<file path="config.mk">
export PLATFORM = sky130hd
export DESIGN_NAME = ntc_queue
export DESIGN_NICKNAME = d
export VERILOG_FILES = /design/src/hdl/ntc_pkg.sv /design/src/hdl/ntc_queue.sv
export SDC_FILE = /design/constraint.sdc
export NUM_CORES = 1
export LEC_CHECK = 0
export ABC_AREA = 0
export BUFFER_PORTS_ARGS = -buffer_cell sky130_fd_sc_hd__buf_4
export CAP_MARGIN = 20
export CORE_MARGIN = 4
export CORE_UTILIZATION = 57
export CTS_CLUSTER_DIAMETER = 60
export DETAILED_ROUTE_END_ITERATION = 7
export GPL_TIMING_DRIVEN = 0
export PLACE_DENSITY = 0.78
export SYNTH_ARGS = -nofsm -noshare
export SYNTH_HDL_FRONTEND = slang
export SYNTH_SLANG_ARGS = --single-unit
export TNS_END_PERCENT = 50
</file>
<file path="constraint.sdc">
create_clock -name clk -period 3 [get_ports clk]
set_clock_uncertainty 0.1 [all_clocks]
set_input_delay 0.15 -clock clk [delete_from_list [all_inputs] [get_ports clk]]
set_output_delay 0.15 -clock clk [all_outputs]
set_load 0.02 [all_outputs]
</file>
<file path="src/hdl/ntc_pkg.sv">
`timescale 1ns / 1ps
// ----------------------------------------------------------------------------
// ntc_pkg: shared types and constants
// Status codes, configuration bundle and fixed-point constants of the
// NTC thermistor (Beta equation) temperature converter.
// ----------------------------------------------------------------------------
package ntc_pkg;

	// Widths fixed by the register map and the result format
	localparam int OHMS_W      = 20;
	localparam int BETA_W      = 14;
	localparam int TEMP_W      = 19;
	localparam int FRAC_W      = 24;
	localparam int LOG_LAT     = FRAC_W + 2;
	localparam int QUEUE_DEPTH = 4;
	localparam int Q_W         = 18;

	// Fixed-point constants
	localparam logic [29:0] LN2_Q30        = 30'd744261118;
	localparam logic [14:0] T0_CENTI       = 15'd29815;
	localparam logic [21:0] BETA_T0_SCALE  = 22'd2981500;
	localparam logic [17:0] TCK_MAX        = 18'd227315;
	localparam logic [TEMP_W-1:0] ZERO_C_CENTI   = 19'd27315;
	localparam logic [TEMP_W-1:0] DEFAULT_CENTI  = 19'd2500;
	localparam logic [TEMP_W-1:0] TEMP_MAX_CENTI = 19'd200000;

	// Result status codes
	typedef enum logic [1:0] {
		ST_OK       = 2'd0,
		ST_DEFAULT  = 2'd1,
		ST_DISABLED = 2'd2,
		ST_SAT      = 2'd3
	} status_t;

	// Register indexes
	typedef enum logic [1:0] {
		REG_ENABLE  = 2'd0,
		REG_FIXED   = 2'd1,
		REG_NOMINAL = 2'd2,
		REG_BETA    = 2'd3
	} reg_idx_t;

	// Configuration bundle
	typedef struct packed {
		logic              enabled;
		logic [OHMS_W-1:0] fixed_ohms;
		logic [OHMS_W-1:0] nominal_ohms;
		logic [BETA_W-1:0] beta;
	} cfg_t;

endpackage

</file>
<file path="src/hdl/ntc_queue.sv">
`timescale 1ns / 1ps
// ----------------------------------------------------------------------------
// ntc_queue: short item queue
// Decouples the classifying front from the arithmetic back end.
// ----------------------------------------------------------------------------
module ntc_queue import ntc_pkg::*; #(
	parameter int WIDTH = 66,
	parameter int DEPTH = 4
) (
	input  logic             clk,
	input  logic             arst_n,
	input  logic             push,
	input  logic [WIDTH-1:0] wdata,
	output logic             full,
	input  logic             pop,
	output logic [WIDTH-1:0] rdata,
	output logic             empty
);

	localparam int PTR_W = $clog2(DEPTH);
	localparam int CNT_W = $clog2(DEPTH + 1);

	logic [WIDTH-1:0] mem_q [DEPTH];
	logic [PTR_W-1:0] wr_ptr_q;
	logic [PTR_W-1:0] rd_ptr_q;
	logic [CNT_W-1:0] count_q;

	assign full  = (count_q == CNT_W'(DEPTH));
	assign empty = (count_q == '0);
	assign rdata = mem_q[rd_ptr_q];

	// Advance pointers and fill count
	always_ff @(posedge clk or negedge arst_n) begin
		if (!arst_n) begin
			wr_ptr_q <= '0;
			rd_ptr_q <= '0;
			count_q  <= '0;
		end else begin
			if (push) begin
				wr_ptr_q <= (wr_ptr_q == PTR_W'(DEPTH - 1)) ? '0 : wr_ptr_q + 1'b1;
			end
			if (pop) begin
				rd_ptr_q <= (rd_ptr_q == PTR_W'(DEPTH - 1)) ? '0 : rd_ptr_q + 1'b1;
			end
			if (push && !pop) begin
				count_q <= count_q + 1'b1;
			end else if (pop && !push) begin
				count_q <= count_q - 1'b1;
			end
		end
	end

	// Store entries
	always_ff @(posedge clk) begin
		if (push) begin
			mem_q[wr_ptr_q] <= wdata;
		end
	end

endmodule

</file>
# Yosys cells after proc, flatten, opt, wreduce, memory -nomap -nowiden

Memories as Yosys holds them, arrays and structs flattened.
Index checks and enable logic that the tools add are counted.

RAM bits: 264
Input port bits: 70
Memories kept: 1
Register bits after elaboration: 7
Output and inout bits: 68

Memories:

| memory | words | bits a word | read ports | clocked after Yosys merged registers in | wr ports | RTL line        | text |
|---|---|---|---|---|---|---|---|
| mem_q  | 4     | 66          | 1          | 0                                       | 1        | ntc_queue.sv:23 | `logic [WIDTH-1:0] mem_q [DEPTH];` |

Reductions and logical operators: 6
Equal/unequal tests: 3
$add $sub $neg: 4
Muxes and demuxes: 6

Operators with widths:

| cell                                                               | number |
|---|---|
| 3-bit 2-to-1 mux                                                   | 2 |
| 2-bit by 1-bit adder with 2-bit output, second input constant      | 2 |
| 2-bit equality test, second input constant                         | 2 |
| 2-bit 2-to-1 mux                                                   | 2 |
| 3-bit by 1-bit adder with 3-bit output, second input constant      | 1 |
| 3-bit equality test, second input constant                         | 1 |
| 3-bit logical NOT                                                  | 1 |
| 3-bit by 1-bit subtractor with 3-bit output, second input constant | 1 |
| 1-bit logical AND                                                  | 2 |
| 1-bit logical NOT                                                  | 2 |
| 1-bit 2-to-1 mux                                                   | 2 |
| 2-bit nonzero test                                                 | 1 |

# Longest topological paths before layout

Gate-level depths: netlist of the first run.

Depth after elaboration: 4
Mapped depth: 7
Depth with buffers taken out: 7

# Least setup slack after synthesis of the first run

OpenSTA, ideal clock, no wires.

Path type: reg-to-reg
Start: register wr_ptr_q[0]
End: memory mem_q[0][0] (enable)
Library setup time: 0.431 ns
Buffers on the path: 0
Stages on the path, launching flop included: 4
Path slack: 0.296 ns
Data required time: 2.469 ns
Clock period less this slack: 2.704 ns
Data arrival time: 2.174 ns
Path through: dfrtp_1 -> inv_1 -> ha_1 -> and2_1

RTL lines:

| item                   | RTL line        | text |
|---|---|---|
| start, declared        | ntc_queue.sv:24 | `logic [PTR_W-1:0] wr_ptr_q;` |
| start signal, assigned | ntc_queue.sv:40 | `wr_ptr_q <= (wr_ptr_q == PTR_W'(DEPTH - 1)) ? '0 : wr_ptr_q + 1'b1;` |
| end, declared          | ntc_queue.sv:23 |  |

Straight into the memory's write port.

# Worst setup path after layout of the first run

Start: register rd_ptr_q[1]
End: output rdata[24]

Longest elaborated chain between the ends: 1

Ends and longest elaborated chain:

| item                   | RTL line        | text |
|---|---|---|
| start, declared        | ntc_queue.sv:25 | `logic [PTR_W-1:0] rd_ptr_q;` |
| start signal, assigned | ntc_queue.sv:43 | `rd_ptr_q <= (rd_ptr_q == PTR_W'(DEPTH - 1)) ? '0 : rd_ptr_q + 1'b1;` |
| memory read 4 x 66 bit | n/a             |  |
| end, declared          | ntc_queue.sv:16 | `output logic [WIDTH-1:0] rdata,` |

No other way between the ends.

==> results of run 1 <==
[worst register-to-register path: stages, from the launching register on]
cell	delay (ns)
dfrtp_1	0.42
inv_1	0.12
ha_1	0.17
and2_4	0.50
buf_12	0.30
[sequential cells by signal (all words and copies together) (netlist names)]
| register | flops |
|---|---|
| mem_q | 264 |
| wr_ptr_q | 2 |
| rd_ptr_q | 2 |
| count_q | 3 |
[per-layer routing]
| metal | vias to the layer above | part of all wire |
|---|---|---|
| li1 | 2110 | - |
| met1 | 2481 | 0.38 |
| met2 | 148 | 0.54 |
| met3 | 29 | 0.054 |
| met4 | 0 | 0.019 |
| met5 | - | 0 |
[synth_stat cells]
cell type,n
xnor2_1,1
nand2_1,2
xor2_1,2
buf_6,1
mux4_2,66
inv_1,4
ha_1,6
o21ai_0,2
buf_4,4
fa_1,1
dfrtp_1,7
nor3_1,1
buf_2,4
mux2_2,3
and2_1,4
buf_12,3
nor2_1,3
nor3b_1,1
buf_1,3
edfxtp_1,264
[report_power, final]
group / internal, uW / total (uW) / switching [uW]
Combinational: 2000 / 4230 / 2230
Clock: 1990 / 3290 / 1310
Sequential: 4850 / 5030 / 179
Total: 8840 / 12600 / 3710
[area by class of cell]
type,instances,area share
clock buffers,31,0.0533
plain buffers,15,0.0102
clock inverters,17,0.0146
flip-flops and latches,271,0.625
well taps,225,0.0217
multi-input cells,92,0.133
inverters,4,0.00116
repair buffers,211,0.141
[cell families (layout without fill, tap and decap cells)]
| group | count (synthesis) | count (layout) | share of synthesized area |
|---|---|---|---|
| flip-flops | 271 | 271 | 0.814 |
| multiplexers | 69 | 69 | 0.153 |
| buffers and inverters | 19 | 278 | 0.0148 |
| AND/OR/NAND/NOR | 11 | 11 | 0.00565 |
| adder cells (fa/ha/maj) | 7 | 7 | 0.00955 |
| XOR/XNOR | 3 | 3 | 0.00264 |
| AO/OA/AOI/OAI | 2 | 2 | 0.00101 |
[metrics by stage]
| step | total power (uW) | instances |
|---|---|---|
| 2_1_floorplan | 7720 | 382 |
| 3_3_place_gp | 9210 | 744 |
| 3_5_place_dp | 9350 | 748 |
| 4_1_cts | 12700 | 866 |
| 5_1_grt | 13100 | 866 |
| 6_report | 12600 | 866 |
[final timing paths]
path	slack (ns)	cells past startpoint	end	start
max	0.51	4	rdata[24]	rd_ptr_q[1]$_DFFE_PN0P_
min	0.28	2	mem_q[0][43]$_DFFE_PP_	wdata[43]
max reg2reg	1.05	4	mem_q[0][14]$_DFFE_PP_	wr_ptr_q[0]$_DFFE_PN0P_
min reg2reg	0.42	1	count_q[2]$_DFFE_PN0P_	count_q[2]$_DFFE_PN0P_
max in group asynchronous	2.06	3	rd_ptr_q[0]$_DFFE_PN0P_	arst_n
min in group asynchronous	0.48	3	count_q[0]$_DFFE_PN0P_	arst_n
==> summary.md, run 1 <==
| Metric | Value |
|---|---|
| Average wire per standard cell | `about 22 um` |
| Total grt overflow | `0` |
| Top-level port count | `approximately 140` |
| Worst-path cell chain | `buf_2 > buf_2 > mux4_2 > buf_4` |
| Clk pin slew, worst setup/hold paths | `about 0.060 ns` |
| Synthesis warning total | `0` |
| Nets | `698` |
| Fmax | `about 0.40 GHz` |
| Die W | `about 140 um` |
| Placer Congestion | `between 0.6 and 0.7` |
| Num CTS Buffers | `26` |
| WP data required | `between 2 and 3 ns` |
| Residual DRC | `0` |
| Htree depth | `1` |
| Fill cell count | `about 900` |
| TritonCTS clock tree | `done` |
| CP Class | `register to primary output` |
| Final number of hold-violating endpoints | `0` |
| Hold WC Path Type | `input pin to register` |
| Ant. Diodes | `0` |
| Synth cell types | `20` |
| Area leader, netlist | `edfxtp_1` |
| CTS root buf | `clkbuf_16` |
| Vias per cell | `5.51` |
| Layout area overhead | `30.2%` |
| Status | `finished, final reports clean` |
| Synth area leaders | `edfxtp_1 (80%), mux4_2 (15%), dfrtp_1 (1.8%)` |
| Share of cells above drive strength 1 | `0.417` |
| Total Routing Usage GR | `0.195` |
| Largest net degree at the start of global routing | `46` |
| Max_cap viols | `0` |
| Worst skew pair latency | `approximately 0.52 ns` |
| DP Worst Slack | `1.02 ns` |
| Initial Util | `0.578` |
| Antenna viol nets, final | `0` |
| Clock Path Buffers | `3` |
| Die H | `140 um` |
| Num rows | `48` |
| CP max FO | `10` |
| First-pass DRT Iterations | `4` |
| Initial antenna violation count | `0` |
| Number of cells produced by synthesis | `between 300 and 400` |
| Net Count, Synth | `around 460` |
| GRT busiest layer | `met2` |
| Hold buffer count at cts | `70` |
| Count of final setup violators | `0` |
| Most frequent cells in the layout | `edfxtp_1 (264), buf_4 (141), dlygate4sd3_1 (70)` |
| Die area | `19,600 um2` |
| Initial drt markers | `~240` |
| Most common cell after layout, fill and taps aside | `edfxtp_1` |
| Met3 usage | `0.0396` |
| Global-route wire length before repair | `~30,000 um` |
| Area share of the largest cell type after synthesis | `0.796` |
| GR Util met1 | `0.257` |
| Vias in the first global route | `roughly 5,300` |
| RSZ-0062 raised after global routing | `false` |
| Crit path capture type | `primary output` |
| Post-route cell area | `between 10,000 and 15,000 um2` |
| Final worst slack | `between 0.5 and 0.6 ns` |
| Register area share after synthesis | `0.814` |
| Setup bufs post-CTS | `0` |
| Pleak | `0.00454 uW` |
| Final Critical Period | `~2.5 ns` |
| Syn_area_per_cell | `26.1 um2` |
| Clk sinks | `~270` |
| Slew headroom | `0.561` |
| Cell mode on critical path | `buf_2` |
| CP startpoint kind | `register` |
| Minimum hold slack | `0.277 ns` |
| Via count | `about 4,800` |
| Placed Area | `11,400 um2` |
| GR Layer Usage met2 | `0.338` |
| Core area | `between 15,000 and 20,000 um2` |
| Maximum vdd drop | `0.786 mV` |
| Slowest stage delay, CP | `roughly 0.5 ns` |
| HPWL Detailed | `between 10,000 and 15,000 um` |
| Final setup TNS | `0 ns` |
| WP data arrival | `about 2.2 ns` |
| Synth Cell Area | `about 10000 um2` |
| Finished Core Util | `0.752` |
| Area of the multi-input gates | `approximately 1700 um2` |
| Buffers added on ports | `137` |
| Post-CTS sizing | `0` |
| Period utilization | `0.831` |
| Routed wire length | `approximately 19,000 um` |
| Pwr dens | `between 900 and 1000 nW/um2` |
| Yosys reg bits | `about 270` |
| Slew @ Worst Pin | `0.659 ns` |
| Fin. max-slew vios | `0` |
| Worst path slowest cell | `dfrtp_1` |
| Worst Path Buf+Inv | `3` |
| Critical path's top delay family | `buffers and inverters` |
| Register area | `8100 um2` |
(Power assumes the default switching activity.)
==> run 2, diff against run 1 <==
- clock period: 3 -> 2.4 ns (I/O delays scaled with it)
==> run 2 against run 1 <==
Total power grew 24%. Flip-flop and latch count is the same. Die area is the same. Register-to-register slack lost 0.51 ns. Sequential share of layout area is essentially flat. Via count shrank 0.57%. First-iteration DRC count shrank 9.9%. Critical path type unchanged. Non-clock buffer count is the same.
==> summary.md, run 2 (same netlist as run 1, synthesis figures left out) <==
| Metric | Value |
|---|---|
| Status | `finished, final reports clean` |
| Core area | `17,200 um2 (unchanged)` |
| Average wire per standard cell | `21.0 um (-3.2%)` |
| WP data arrival | `2.07 ns (-0.17 ns)` |
| Max FFs per register | `264 (unchanged)` |
| HPWL Detailed | `10,900 um (-2.9%)` |
| Ant. Diodes | `0 (unchanged)` |
| Layout area overhead | `30.3% (about the same)` |
| Fmax | `about 0.44 GHz` |
| Hold WC Path Type | `input pin to register` |
| Die W | `140 um (unchanged)` |
| Htree depth | `1 (unchanged)` |
| Die H | `140 um (unchanged)` |
| Maximum vdd drop | `0.772 mV (-1.8%)` |
| Fill cell count | `938 (+3.0%)` |
| Initial drt markers | `219 (-9.9%)` |
| Slew headroom | `0.715 (+0.154)` |
| Slew @ Worst Pin | `0.427 ns (-0.231 ns)` |
| Total grt overflow | `0 (unchanged)` |
| Vias in the first global route | `5,175 (-1.7%)` |
| Die area | `19,600 um2 (unchanged)` |
| Nets | `700 (+0.29%)` |
| Vias per cell | `5.46 (-0.91%)` |
| Most common cell after layout, fill and taps aside | `edfxtp_1` |
| Share of cells above drive strength 1 | `0.418 (+0.00117)` |
| Pleak | `0.00454 uW (about the same)` |
| Buffers added on ports | `137 (unchanged)` |
| R2r startpoint | `wr_ptr_q[1]$_DFFE_PN0P_` |
| Period utilization | `0.954` |
| Pwr dens | `1200 nW/um2 (+24%)` |
| Top-level port count | `138 (unchanged)` |
| CP max FO | `10 (unchanged)` |
| Num CTS Buffers | `28 (+7.7%)` |
| Num rows | `48 (unchanged)` |
| Initial antenna violation count | `0 (unchanged)` |
| First-pass DRT Iterations | `4 (unchanged)` |
| Initial Util | `0.578 (unchanged)` |
| Antenna viol nets, final | `0 (unchanged)` |
| Hold_sp | `wdata[45]` |
| Total Routing Usage GR | `0.191 (-0.00463)` |
| Clk sinks | `271 (unchanged)` |
| Clock Path Buffers | `3 (unchanged)` |
| Largest net degree at the start of global routing | `44 (-4.3%)` |
| Global-route wire length before repair | `28,900 um (-2.0%)` |
| CP Class | `register to primary output` |
| Most frequent cells in the layout | `edfxtp_1 (264), buf_4 (143), dlygate4sd3_1 (70)` |
| Total power | `15,600 uW (+24%)` |
| Clk pin slew, worst setup/hold paths | `0.06 ns (about the same)` |
| WP data required | `2.18 ns (-0.57 ns)` |
| Critical path launch point | `rd_ptr_q[0]$_DFFE_PN0P_` |
| RSZ-0062 raised after global routing | `false` |
| CP startpoint kind | `register` |
| Max_cap viols | `0 (unchanged)` |
| CTS root buf | `clkbuf_16` |
| Routed wire length | `18,200 um (-2.8%)` |
| Non-filler cells in the finished layout | `869 (+0.35%)` |
| Via count | `4,741 (-0.57%)` |
| Final number of hold-violating endpoints | `0 (unchanged)` |
| Placed cells | `748 (unchanged)` |
| Biggest register | `mem_q` |
| Final Critical Period | `between 2 and 2.5 ns` |
| Biggest regs | `mem_q: 264 flops, count_q: 3 flops` |
| Count of final setup violators | `0 (unchanged)` |
| Placer Congestion | `0.751 (+8.8%)` |
| Worst skew pair latency | `0.53 ns (about the same)` |
| Crit path capture type | `primary output` |
| TritonCTS clock tree | `done` |
| Fin. max-slew vios | `0 (unchanged)` |
| Residual DRC | `0 (unchanged)` |
run 2: changes by cell type in the layout (fill, tap and decap cells not counted), moves of 2 or more:
cell	delta
buf_4	+2
clkinv_2	-2
bufinv_16	-3
clkbuf_4	+2
clkbuf_16	+2
clkinv_1	+3
buf_1	-3
buf_2	-2
run 2: cell type report:
| cell class | count | area [um2] | share of cell area |
|---|---|---|---|
| sequential | 271 | 8100 | 0.625 |
| timing repair buffer | 211 | 1840 | 0.142 |
| multi-input combinational | 92 | 1720 | 0.132 |
| clock buffer | 34 | 744 | 0.0574 |
| tap | 225 | 282 | 0.0217 |
| buffer | 15 | 146 | 0.0113 |
| clock inverter | 17 | 124 | 0.00955 |
| inverter | 4 | 15.0 | 0.00116 |
run 2: timing repair:
item | CTS | global route
hold endpoints to repair | 276 | 0
setup endpoints to repair | 40 | 17
gates resized for setup | 4 | 3
hold buffers | 70 | 0
buffers inserted | 0 | 0
run 2: through the flow:
stage / util / hold slack (ns) / setup TNS (ns) / cell area, um2 / setup slack [ns]
6_report: 0.753 / 0.234 / 0 / 13000 / 0.109
5_1_grt: 0.753 / 0.224 / 0 / 13000 / 0.0104
4_1_cts: 0.752 / 0.216 / 0 / 13000 / 0.0393
3_5_place_dp: 0.661 / -0.158 / 0 / 11400 / 0.469
3_3_place_gp: 0.654 / -0.165 / -212.62 / 11300 / -1.45
2_1_floorplan: - / -0.276 / -33.09 / 9960 / -0.275
run 2: power breakdown:
| group | switching (uW) | total, uW | leakage (uW) | internal [uW] |
|---|---|---|---|---|
| Sequential | 214 | 6280 | 0.00251 | 6070 |
| Combinational | 2780 | 5300 | 0.00162 | 2530 |
| Clock | 1660 | 3980 | 0.000414 | 2310 |
run 2: worst max-delay path, stage by stage, from the launching register on:
cell and delay [ns]:
dfrtp_1 0.37, buf_6 0.14, buf_12 0.16, buf_12 0.16, mux4_2 0.53, buf_4 0.18
run 2: layer usage:
metal,global-route usage,wire length (um),up-vias
li1,-,-,2123
met2,0.323,9440,190
met4,0.0439,279,0
met1,0.260,7170,2402
met3,0.0413,1330,26
met5,0,0,-
run 2: final timing paths:
path | to | slack (ns) | cells past startpoint
max | rdata[34] | 0.11 | 5
min | mem_q[3][45]$_DFFE_PP_ | 0.23 | 2
max reg2reg | mem_q[1][63]$_DFFE_PP_ | 0.54 | 4
min reg2reg | count_q[2]$_DFFE_PN0P_ | 0.40 | 1
max in group asynchronous | count_q[2]$_DFFE_PN0P_ | 1.45 | 3
min in group asynchronous | count_q[1]$_DFFE_PN0P_ | 0.47 | 3
