**src/hdl/ntc_pkg.sv**
```systemverilog
`timescale 1ns / 1ps
// ----------------------------------------------------------------------------
// ntc_pkg: shared types and constants
// Status codes, configuration bundle and fixed-point constants of the
// NTC thermistor (Beta equation) temperature converter.
// ----------------------------------------------------------------------------
package ntc_pkg;

	// Widths fixed by the register map and the result format
	localparam int OHMS_W      = 20;
	localparam int BETA_W      = 14;
	localparam int TEMP_W      = 19;
	localparam int FRAC_W      = 24;
	localparam int LOG_LAT     = FRAC_W + 2;
	localparam int QUEUE_DEPTH = 4;
	localparam int Q_W         = 18;

	// Fixed-point constants
	localparam logic [29:0] LN2_Q30        = 30'd744261118;
	localparam logic [14:0] T0_CENTI       = 15'd29815;
	localparam logic [21:0] BETA_T0_SCALE  = 22'd2981500;
	localparam logic [17:0] TCK_MAX        = 18'd227315;
	localparam logic [TEMP_W-1:0] ZERO_C_CENTI   = 19'd27315;
	localparam logic [TEMP_W-1:0] DEFAULT_CENTI  = 19'd2500;
	localparam logic [TEMP_W-1:0] TEMP_MAX_CENTI = 19'd200000;

	// Result status codes
	typedef enum logic [1:0] {
		ST_OK       = 2'd0,
		ST_DEFAULT  = 2'd1,
		ST_DISABLED = 2'd2,
		ST_SAT      = 2'd3
	} status_t;

	// Register indexes
	typedef enum logic [1:0] {
		REG_ENABLE  = 2'd0,
		REG_FIXED   = 2'd1,
		REG_NOMINAL = 2'd2,
		REG_BETA    = 2'd3
	} reg_idx_t;

	// Configuration bundle
	typedef struct packed {
		logic              enabled;
		logic [OHMS_W-1:0] fixed_ohms;
		logic [OHMS_W-1:0] nominal_ohms;
		logic [BETA_W-1:0] beta;
	} cfg_t;

endpackage

```
**src/hdl/ntc_front.sv**
```systemverilog
`timescale 1ns / 1ps
// ----------------------------------------------------------------------------
// ntc_front: sample classifier
// Sorts each ADC code into disabled, default or computed cases and forms the
// divider products fixed*code and (full-code)*nominal.
// ----------------------------------------------------------------------------
module ntc_front import ntc_pkg::*; #(
	parameter int ADC_BITS = 12
) (
	input  cfg_t                      cfg,
	input  logic                      in_valid,
	output logic                      in_ready,
	input  logic [ADC_BITS-1:0]       adc_code,
	input  logic                      q_full,
	output logic                      q_push,
	output logic [OHMS_W+ADC_BITS-1:0] num,
	output logic [OHMS_W+ADC_BITS-1:0] den,
	output status_t                   kind
);

	localparam int PROD_W = OHMS_W + ADC_BITS;
	localparam logic [ADC_BITS-1:0] FULL = '1;

	assign in_ready = !q_full;
	assign q_push   = in_valid && !q_full;

	// Form divider products
	assign num = PROD_W'(cfg.fixed_ohms) * PROD_W'(adc_code);
	assign den = PROD_W'(FULL - adc_code) * PROD_W'(cfg.nominal_ohms);

	// Classify the beat
	always_comb begin
		if (!cfg.enabled) begin
			kind = ST_DISABLED;
		end else if (adc_code == '0 || adc_code == FULL || cfg.fixed_ohms == '0
			|| cfg.nominal_ohms == '0) begin
			kind = ST_DEFAULT;
		end else begin
			kind = ST_OK;
		end
	end

endmodule

```
**config.mk**
```make
export PLATFORM = sky130hd
export DESIGN_NAME = ntc_front
export DESIGN_NICKNAME = d
export VERILOG_FILES = /design/src/hdl/ntc_pkg.sv /design/src/hdl/ntc_front.sv
export SDC_FILE = /design/constraint.sdc
export NUM_CORES = 1
export LEC_CHECK = 0
export ABC_AREA = 1
export BUFFER_PORTS_ARGS = -buffer_cell sky130_fd_sc_hd__buf_2
export CORE_MARGIN = 4
export CORE_UTILIZATION = 55
export DETAILED_ROUTE_END_ITERATION = 6
export PLACE_DENSITY_LB_ADDON = 0.25
export SYNTH_ARGS = -nofsm -noshare
export SYNTH_HDL_FRONTEND = slang
export SYNTH_SLANG_ARGS = --single-unit
```
**constraint.sdc**
```tcl
create_clock -name vclk -period 6.15
set_input_delay 0.615 -clock vclk [all_inputs]
set_output_delay 0.615 -clock vclk [all_outputs]
set_load 0.03 [all_outputs]
```
== Word level (Yosys, flattened, before mapping) ==
Cells that the tools add are included.

* Input port bits: 69
* Output and inout bits: 68
* Register bits: 0
* Logic and storage cells: 14

* Mux-type cells: 2
* Reduce and logical (&&, ||, !) cells: 8
* Multiply operators: 2
* Equal/unequal tests: 1
* Add/sub/neg operators: 1

{| class="wikitable"
|+ Operator list
! kind !! number
|-
| 20-bit logical NOT || 2
|-
| 13-bit by 21-bit multiplier with 32-bit output || 1
|-
| 20-bit by 12-bit multiplier with 32-bit output || 1
|-
| 12-bit by 12-bit subtractor with 13-bit output (first input constant) || 1
|-
| 12-bit equality test (second input constant) || 1
|-
| 12-bit logical NOT || 1
|-
| 1-bit logical OR || 3
|-
| 2-bit two-way mux || 1
|-
| 1-bit logical AND || 1
|-
| 1-bit logical NOT || 1
|-
| 1-bit two-way mux || 1
|}

== Longest topological paths before layout ==
Gate-level depths: netlist (run 1).

* Depth in word-level cells: 6
* Gate-level depth with buffers: 25
* Depth with buffers taken out: 23

== Worst setup path after synthesis (run 1) ==
No wires, ideal clock.

* Path type: input-to-output
* From: in adc_code[4]
* To: out den[16]
* Stages: 19
* Path slack: 0.293 ns
* Path buffers: 2
* Arrival time: 5.242 ns
* Cells stage by stage: buf_2 > inv_1 > clkbuf_1 > nand2_1 > fa_1 > fa_1 > fa_1 > inv_1 > fa_1 > inv_1 > fa_1 > inv_1 > ha_1 > nand2_1 > nor2_1 > nand3_1 > nand2_1 > a21oi_1 > xnor2_1

* Longest elaborated chain between the ends: 2

{| class="wikitable"
|+ RTL lines
! element !! line !! source
|-
| start, declared || ntc_front.sv:13 || <nowiki>input logic [ADC_BITS-1:0] adc_code,</nowiki>
|-
| 12-bit by 12-bit subtractor with 13-bit output || ntc_front.sv:29 || <nowiki>assign den = PROD_W'(FULL - adc_code) * PROD_W'(cfg.nominal_ohms);</nowiki>
|-
| 13-bit by 21-bit multiplier with 32-bit output || ntc_front.sv:29 ||
|-
| end, declared || ntc_front.sv:17 || <nowiki>output logic [OHMS_W+ADC_BITS-1:0] den,</nowiki>
|}

Every way passes these cells.

== Final worst setup path (run 1) ==
* From: in adc_code[7]
* To: out den[20]

The elaborated chain is that of the path after synthesis.

==> results.md, run 1 <==
* Status: completed
* Max incr delay on CP at 560 ps
* Final Cycle Share at 0.967
* Die height at 184 um
* Worst path depth at 23
* Via count at 14900
* Crit path launch type: primary input
* # DRC at 0
* Core ar. at 30500 um2
* Post-route setup TNS at 0 ps
* WL final at 43100 um
* Crit Path Category: primary input to output pin
* Unique cell type count in the Yosys netlist at 30
* Total global routing overflow at 0
* DP Cell Count at 2948
* Endpoint class of the critical path: output pin
* Crit path top cell by count: nand2_1
* Synth Area per Inst at 6.94 um2
* Reg area at 0 um2
* Nets at 3145
* Hold crit path type: primary input to output pin
* Largest cells by area after synthesis: fa_1, inv_1, nand2_1
* P&R area growth vs syn at 8.76%
* Crit-path leading delay family: adder cells
* Chip Width at 184 um
* Largest net degree at the start of global routing at 32
* DR pass1 iterations at 5
* Pins Over Slew Limit at 0
* Synth area leader: fa_1
* RD Place Congestion at 0.938
* Worst path buffer plus inverter count at 8
* Slowest cell on crit path: fa_1
* Arrival @ worst endpoint at 5330 ps
* Fill cells at 2914
* Min Tclk post-route at 5940 ps
* Syn Nets at 3034
* Synth Cell Area at 17000 um2
* Synth top area share at 0.425
* Fin cells at 2950
* Initial antenna violation count at 1
* Vias per cell at 5.04
* Worst path cell trace: clkbuf_4 > inv_1 > buf_6 > nand2_1 > fa_1 > inv_1 > fa_1 > fa_1 > fa_1 > inv_1 > fa_1 > inv_1 > ha_1 > buf_4 > nand2_1 > nand2_1 > nand2_1 > nand2_1 > nand2_1 > nand2_1 > a21oi_1 > xnor2_1 > buf_2
* Overall routing resource usage at 0.264
* # diodes at 0
* Synth cell count leaders: inv_1, nand2_1, fa_1, nor2_1, ha_1
* PortBufs at 123
* Most common cell in the synthesized netlist: inv_1
* Flip-flop and latch count at 0
* DR iter-0 viols at 1021
* Yosys warning count at 0
* Hold endpoint: in_ready
* Die area at 33700 um2
* Layout cells sized above 1 at 0.0975
* First-pass GRT wire length at 73100 um
* Io pins at 137
* Final setup fails at 0
* Max cap viols at 0
* Hpwl dp at 37800 um
* Crit path max fanout at 14
* Worst hold start: q_full
* Worst Hold Path Cells at 3
* Vias in the first global route at 15100
* Worst EP required at 5530 ps
* Cells after Synth at 2445
* Final Hold Viols at 0
* Row cnt at 64
* Slew @ Worst Pin at 559 ps
* Initial core utilization at 0.556
* Sequential element share of the synthesized area at 0
* Antenna Nets Post-Route at 0
* Highest achievable clock rate at 168 MHz
* Slew headroom at 0.624
* Clock buffers at 0
* Routed WL per cell at 14.6 um
tightest hold or removal path: stages:
cell and delay, ps:
buf_2 90, inv_1 30, buf_2 160
how the worst max path moves through the flow:
stage | from | endpoint | slack (ps)
after floorplan | adc_code[4] | den[16] | 290
after global placement | adc_code[4] | den[29] | 140
after detailed placement | adc_code[4] | den[29] | 90
after CTS | adc_code[4] | den[29] | 60
after global routing | adc_code[4] | den[27] | -5
final | adc_code[7] | den[20] | 210
final cells by class:
| class | count | area (um2) | area share |
|---|---|---|---|
| multi-input combinational | 1630 | 14000 | 0.757 |
| tap | 396 | 495 | 0.0269 |
| timing repair buffer | 191 | 1220 | 0.0660 |
| inverter | 733 | 2770 | 0.150 |
metal layers:
metal / vias to the layer above / routed length, um / track usage
met5: - / 7 / 0
met4: 2 / 863 / 0.0429
met3: 57 / 3530 / 0.0344
met2: 545 / 20000 / 0.436
met1: 7162 / 18700 / 0.381
li1: 7101 / - / -
placed cells by master, fill, tap and decap left out:
| cell | count |
|---|---|
| inv_1 | 719 |
| nand2_1 | 719 |
| fa_1 | 360 |
| nor2_1 | 189 |
| ha_1 | 156 |
| buf_2 | 116 |
| buf_4 | 60 |
| nand3_1 | 52 |
| a21oi_1 | 35 |
| xor2_1 | 21 |
| nand4_1 | 21 |
| nand2_2 | 14 |
| nor2_2 | 12 |
| xnor2_1 | 11 |
| nand3_2 | 7 |
| clkbuf_4 | 7 |
| clkinvlp_4 | 6 |
| buf_12 | 5 |
| clkinv_1 | 4 |
| inv_2 | 4 |
| nor3_2 | 3 |
| a21o_1 | 3 |
| o21bai_1 | 3 |
| a21oi_2 | 3 |
| nor3_1 | 3 |
| ha_2 | 3 |
| buf_6 | 3 |
| nor2_4 | 2 |
| o21ai_0 | 2 |
| and2_1 | 2 |
| nor4_1 | 2 |
| or2_0 | 1 |
| nand3b_4 | 1 |
| nor3_4 | 1 |
| nand3b_2 | 1 |
| and3_1 | 1 |
| nand3b_1 | 1 |
| ha_4 | 1 |
cell families after synthesis:
kind of cell | share of synthesized area
AND/OR/NAND/NOR | 0.245
AO/OA/AOI/OAI | 0.0149
adder cells (fa/ha/maj) | 0.543
buffers and inverters | 0.181
XOR/XNOR | 0.0165
per-stage QoR:
stage / hold WS (ps) / util / cell area, um2 / setup slack [ps]
4_1_cts: 1510 / 0.600 / 18300 / 60.0
2_1_floorplan: 1340 / - / 17000 / 293
6_report: 1510 / 0.605 / 18400 / 205
3_3_place_gp: 1500 / 0.600 / 18300 / 136
3_5_place_dp: 1510 / 0.600 / 18300 / 87.9
5_1_grt: 1530 / 0.605 / 18400 / -4.83
what timing repair did:
action | in CTS | in global routing
hold buffers | 0 | 0
resized for setup | 0 | 32
endpoints found under the setup margin | 0 | 27
buffers inserted | 0 | 2
Power of run 1 is left out: the tool's default activity adds up to more than one toggle a clock period on the data nets, which glitch-free logic cannot reach.
==> run 2, diff against run 1 <==
- CORE_UTILIZATION: 55 -> 65
==> results.md, run 2 (synthesized netlist as in run 1, its figures left out) <==
* Worst path depth at 21 (was 23)
* DR pass1 iterations at 7 (was 5)
* Vias in the first global route at 15800 (was 15100)
* Max incr delay on CP at 530 ps (was 560 ps)
* Flip-flop and latch count at 0 (unchanged)
* P&R area growth vs syn at 8.40% (was 8.76%)
* Antenna Nets Post-Route at 0 (unchanged)
* Hpwl dp at 38200 um (was 37800 um)
* Row cnt at 58 (was 64)
* Nets at 3146 (was 3145)
* Initial core utilization at 0.668 (was 0.556)
* Failing checks: DRC
* CP startpoint: adc_code[3] (was adc_code[7])
* # DRC at 11 (was 0)
* Most frequent cells in the layout: inv_1, nand2_1, fa_1 (unchanged)
* Crit-path leading delay family: adder cells (unchanged)
* Fill cells at 2209 (was 2914)
* Final Cycle Share at 0.970 (was 0.967)
* WL final at 43900 um (was 43100 um)
* Dpl cell area at 18200 um2 (was 18300 um2)
* Vias per cell at 5.26 (was 5.04)
* Die height at 170 um (was 184 um)
* First-pass GRT wire length at 74100 um (was 73100 um)
* RD Place Congestion at 0.964 (was 0.938)
* Highest achievable clock rate at 168 MHz (about the same)
* Slowest cell on crit path: fa_1 (unchanged)
* Crit path max fanout at 14 (unchanged)
* PortBufs at 123 (unchanged)
* Crit path top cell by count: nand2_1 (unchanged)
* Pre-CTS WS at 110 ps (was 87.9 ps)
* Final setup fails at 0 (unchanged)
* Hold crit path type: primary input to output pin (unchanged)
* Initial antenna violation count at 0 (was 1)
* Reg area at 0 um2 (unchanged)
* Via count at 15200 (was 14900)
* Crit path launch type: primary input (unchanged)
* Worst Hold Path Cells at 3 (unchanged)
* Final Hold Viols at 0 (unchanged)
* Routed WL per cell at 15.2 um (was 14.6 um)
* Clock buffers at 0 (unchanged)
* Pins Over Slew Limit at 0 (unchanged)
* Worst path cell trace: buf_2 > buf_6 > nand2_1 > fa_1 > inv_1 > fa_1 > inv_1 > fa_1 > inv_1 > fa_1 > fa_1 > ha_1 > nand2_1 > nor2_1 > nand2_1 > nor2_1 > nand2_1 > nand3_1 > nand2_1 > nand2_1 > buf_2 (was clkbuf_4 > inv_1 > buf_6 > nand2_1 > fa_1 > inv_1 > fa_1 > fa_1 > fa_1 > inv_1 > fa_1 > inv_1 > ha_1 > buf_4 > nand2_1 > nand2_1 > nand2_1 > nand2_1 > nand2_1 > nand2_1 > a21oi_1 > xnor2_1 > buf_2)
* Io pins at 137 (unchanged)
* Chip Width at 170 um (was 184 um)
* Overall routing resource usage at 0.315 (was 0.264)
* Crit Path Category: primary input to output pin (unchanged)
* Final Cell Area at 18400 um2 (about the same)
* Min Tclk post-route at 5960 ps (was 5940 ps)
* Slew @ Worst Pin at 606 ps (was 559 ps)
* Total global routing overflow at 0 (unchanged)
* Max cap viols at 0 (unchanged)
* Post-route setup TNS at 0 ps (unchanged)
* Status: finished with violations (was completed)
* Worst path buffer plus inverter count at 6 (was 8)
* Die area at 28700 um2 (was 33700 um2)
* Worst setup margin at 186 ps (was 205 ps)
* Worst Setup EP: num[25] (was den[20])
* Endpoint class of the critical path: output pin (unchanged)
* Layout cells sized above 1 at 0.0967 (was 0.0975)
* Arrival @ worst endpoint at 5350 ps (was 5330 ps)
* Largest net degree at the start of global routing at 32 (unchanged)
* Slew headroom at 0.592 (was 0.624)
* Worst EP required at 5530 ps (about the same)
* DR iter-0 viols at 1281 (was 1021)
* Core ar. at 25400 um2 (was 30500 um2)
-- run 2: how the worst min path moves through the flow --
stage                     to     from
floorplan           in_ready   q_full
global route        in_ready   q_full
detailed placement   kind[1]  cfg[54]
finish              in_ready   q_full
CTS                  kind[1]  cfg[54]
global placement    in_ready   q_full
-- run 2: cell type report --
| cell class | count | area, um2 | area share |
|---|---|---|---|
| multi-input combinational | 1630 | 13900 | 0.759 |
| inverter | 733 | 2770 | 0.150 |
| timing repair buffer | 192 | 1250 | 0.0681 |
| tap | 330 | 413 | 0.0225 |
| antenna | 1 | 2.50 | 0.000136 |
-- run 2: metrics by stage --
step / hold WS [ps] / instances / util
floorplan: 1340 / 2445 / -
global placement: 1500 / 2881 / 0.718
detailed placement: 1510 / 2881 / 0.718
CTS: 1510 / 2881 / 0.718
global route: 1520 / 2885 / 0.724
finish: 1510 / 2886 / 0.724
-- run 2: what timing repair did --
| item | in CTS | in global routing |
|---|---|---|
| setup buffers | 0 | 4 |
| resized for setup | 0 | 27 |
| hold buffers | 0 | 0 |
| endpoints found under the setup margin | 0 | 29 |
-- run 2: metal layers --
metal	up-vias	global-route usage	wire length, um
met5	-	0	0
li1	7090	-	-
met3	121	0.0526	4310
met1	7275	0.445	17900
met2	706	0.518	20600
met4	0	0.0665	1070
Power of run 2 is left out for the same reason.
==> run 3, diff against run 2 <==
- BUFFER_PORTS_ARGS: -buffer_cell sky130_fd_sc_hd__buf_2 -> -buffer_cell sky130_fd_sc_hd__buf_4
- CORE_ASPECT_RATIO: unset -> 1.5
==> results.md, run 3 (synthesized netlist as in run 1, its figures left out) <==
* Status: completed (was finished with violations)
* Flip-flop and latch count at 0 (unchanged)
* Post-route setup TNS at 0 ps (unchanged)
* Crit path max fanout at 17 (was 14)
* Most frequent cells in the layout: inv_1, nand2_1, fa_1 (unchanged)
* Reg area at 0 um2 (unchanged)
* Via count at 15200 (about the same)
* Arrival @ worst endpoint at 5310 ps (was 5350 ps)
* Overall routing resource usage at 0.330 (was 0.315)
* Row cnt at 72 (was 58)
* Final Cycle Share at 0.964 (was 0.970)
* # diodes at 0 (was 1)
* Slew @ Worst Pin at 479 ps (was 606 ps)
* Chip Width at 140 um (was 170 um)
* Final setup fails at 0 (unchanged)
* DR iter-0 viols at 819 (was 1281)
* Largest net degree at the start of global routing at 43 (was 32)
* # DRC at 0 (was 11)
* First-pass GRT wire length at 76700 um (was 74100 um)
* Vias in the first global route at 16400 (was 15800)
* Hold-fix buffers at CTS at 0 (unchanged)
* Setup bufs post-CTS at 0 (unchanged)
* Core ar. at 25800 um2 (was 25400 um2)
* Post_cts resized at 0 (unchanged)
* RD Place Congestion at 0.943 (was 0.964)
* Pins Over Slew Limit at 0 (unchanged)
* Routed WL per cell at 16.0 um (was 15.2 um)
* P&R area growth vs syn at 9.34% (was 8.40%)
* Die area at 28800 um2 (was 28700 um2)
* Clock buffers at 0 (unchanged)
* Endpoint class of the critical path: output pin (unchanged)
* DR pass1 iterations at 5 (was 7)
* Min Tclk post-route at 5930 ps (was 5960 ps)
* RSZ-0062 raised after global routing: no
* Die height at 206 um (was 170 um)
* Fill cells at 2227 (was 2209)
* Total global routing overflow at 0 (unchanged)
* PortBufs at 123 (unchanged)
* Final Hold Viols at 0 (unchanged)
* Crit path launch type: primary input (unchanged)
* Hpwl dp at 40800 um (was 38200 um)
* Antenna Nets Post-Route at 0 (unchanged)
* Initial antenna violation count at 0 (unchanged)
* Most common cell after layout, fill and taps aside: inv_1
* Max cap viols at 0 (unchanged)
* Layout cells sized above 1 at 0.0889 (was 0.0967)
* Worst EP required at 5530 ps (about the same)
* WL final at 45900 um (was 43900 um)
* Vias per cell at 5.29 (was 5.26)
* Area of the multi-input gates at 13900 um2 (about the same)
* Io pins at 137 (unchanged)
* Hold crit path type: primary input to output pin (unchanged)
* Nets at 3132 (was 3146)
* Highest achievable clock rate at 169 MHz (was 168 MHz)
* Slew headroom at 0.680 (was 0.592)
* Initial core utilization at 0.658 (was 0.668)
* Crit Path Category: primary input to output pin (unchanged)
run 3: changes by cell type in the layout (fill, tap and decap cells not counted), sizes merged:
cell      delta
clkbuf       -4
buf         -10
clkinvlp     -2
inv          +2
diode        -1
run 3: path summary, 6_finish.rpt:
path                   startpoint       end  cells past startpoint
worst max-delay path  adc_code[9]   num[28]                     21
worst min-delay path       q_full  in_ready                      3
run 3: final cells by class:
cell class,count,share of cell area
multi-input cells,1630,0.750
inverters,733,0.149
repair buffers,178,0.0787
well taps,333,0.0225
run 3: per-layer routing:
| metal | up-vias | routed length, um | global-route usage |
|---|---|---|---|
| met4 | 0 | 3100 | 0.171 |
| met1 | 7344 | 15100 | 0.347 |
| met3 | 199 | 2220 | 0.0223 |
| met2 | 593 | 25500 | 0.651 |
| met5 | - | 0 | 0 |
| li1 | 7071 | - | - |
run 3: metrics by stage:
stage	hold slack, ps	std cells	area (um2)	util	setup WS [ps]
2_1_floorplan	1340	2445	17000	-	293
3_3_place_gp	1490	2874	18500	0.718	180
3_5_place_dp	1500	2874	18500	0.718	72.4
4_1_cts	1500	2874	18500	0.718	64.0
5_1_grt	1510	2874	18500	0.720	1.78
6_report	1500	2874	18500	0.720	221
run 3: critical path, stage by stage:
cell	delay, ps
buf_4	240
buf_4	210
nand2_1	80
fa_1	540
inv_1	50
fa_1	470
inv_1	50
fa_1	480
inv_1	50
fa_1	530
fa_1	430
ha_1	390
nand2_2	140
inv_1	50
nand2_1	50
nand3_1	160
a21oi_1	330
nand3_1	110
nand2_1	80
nand2_1	50
buf_4	160
Power of run 3 is left out for the same reason.
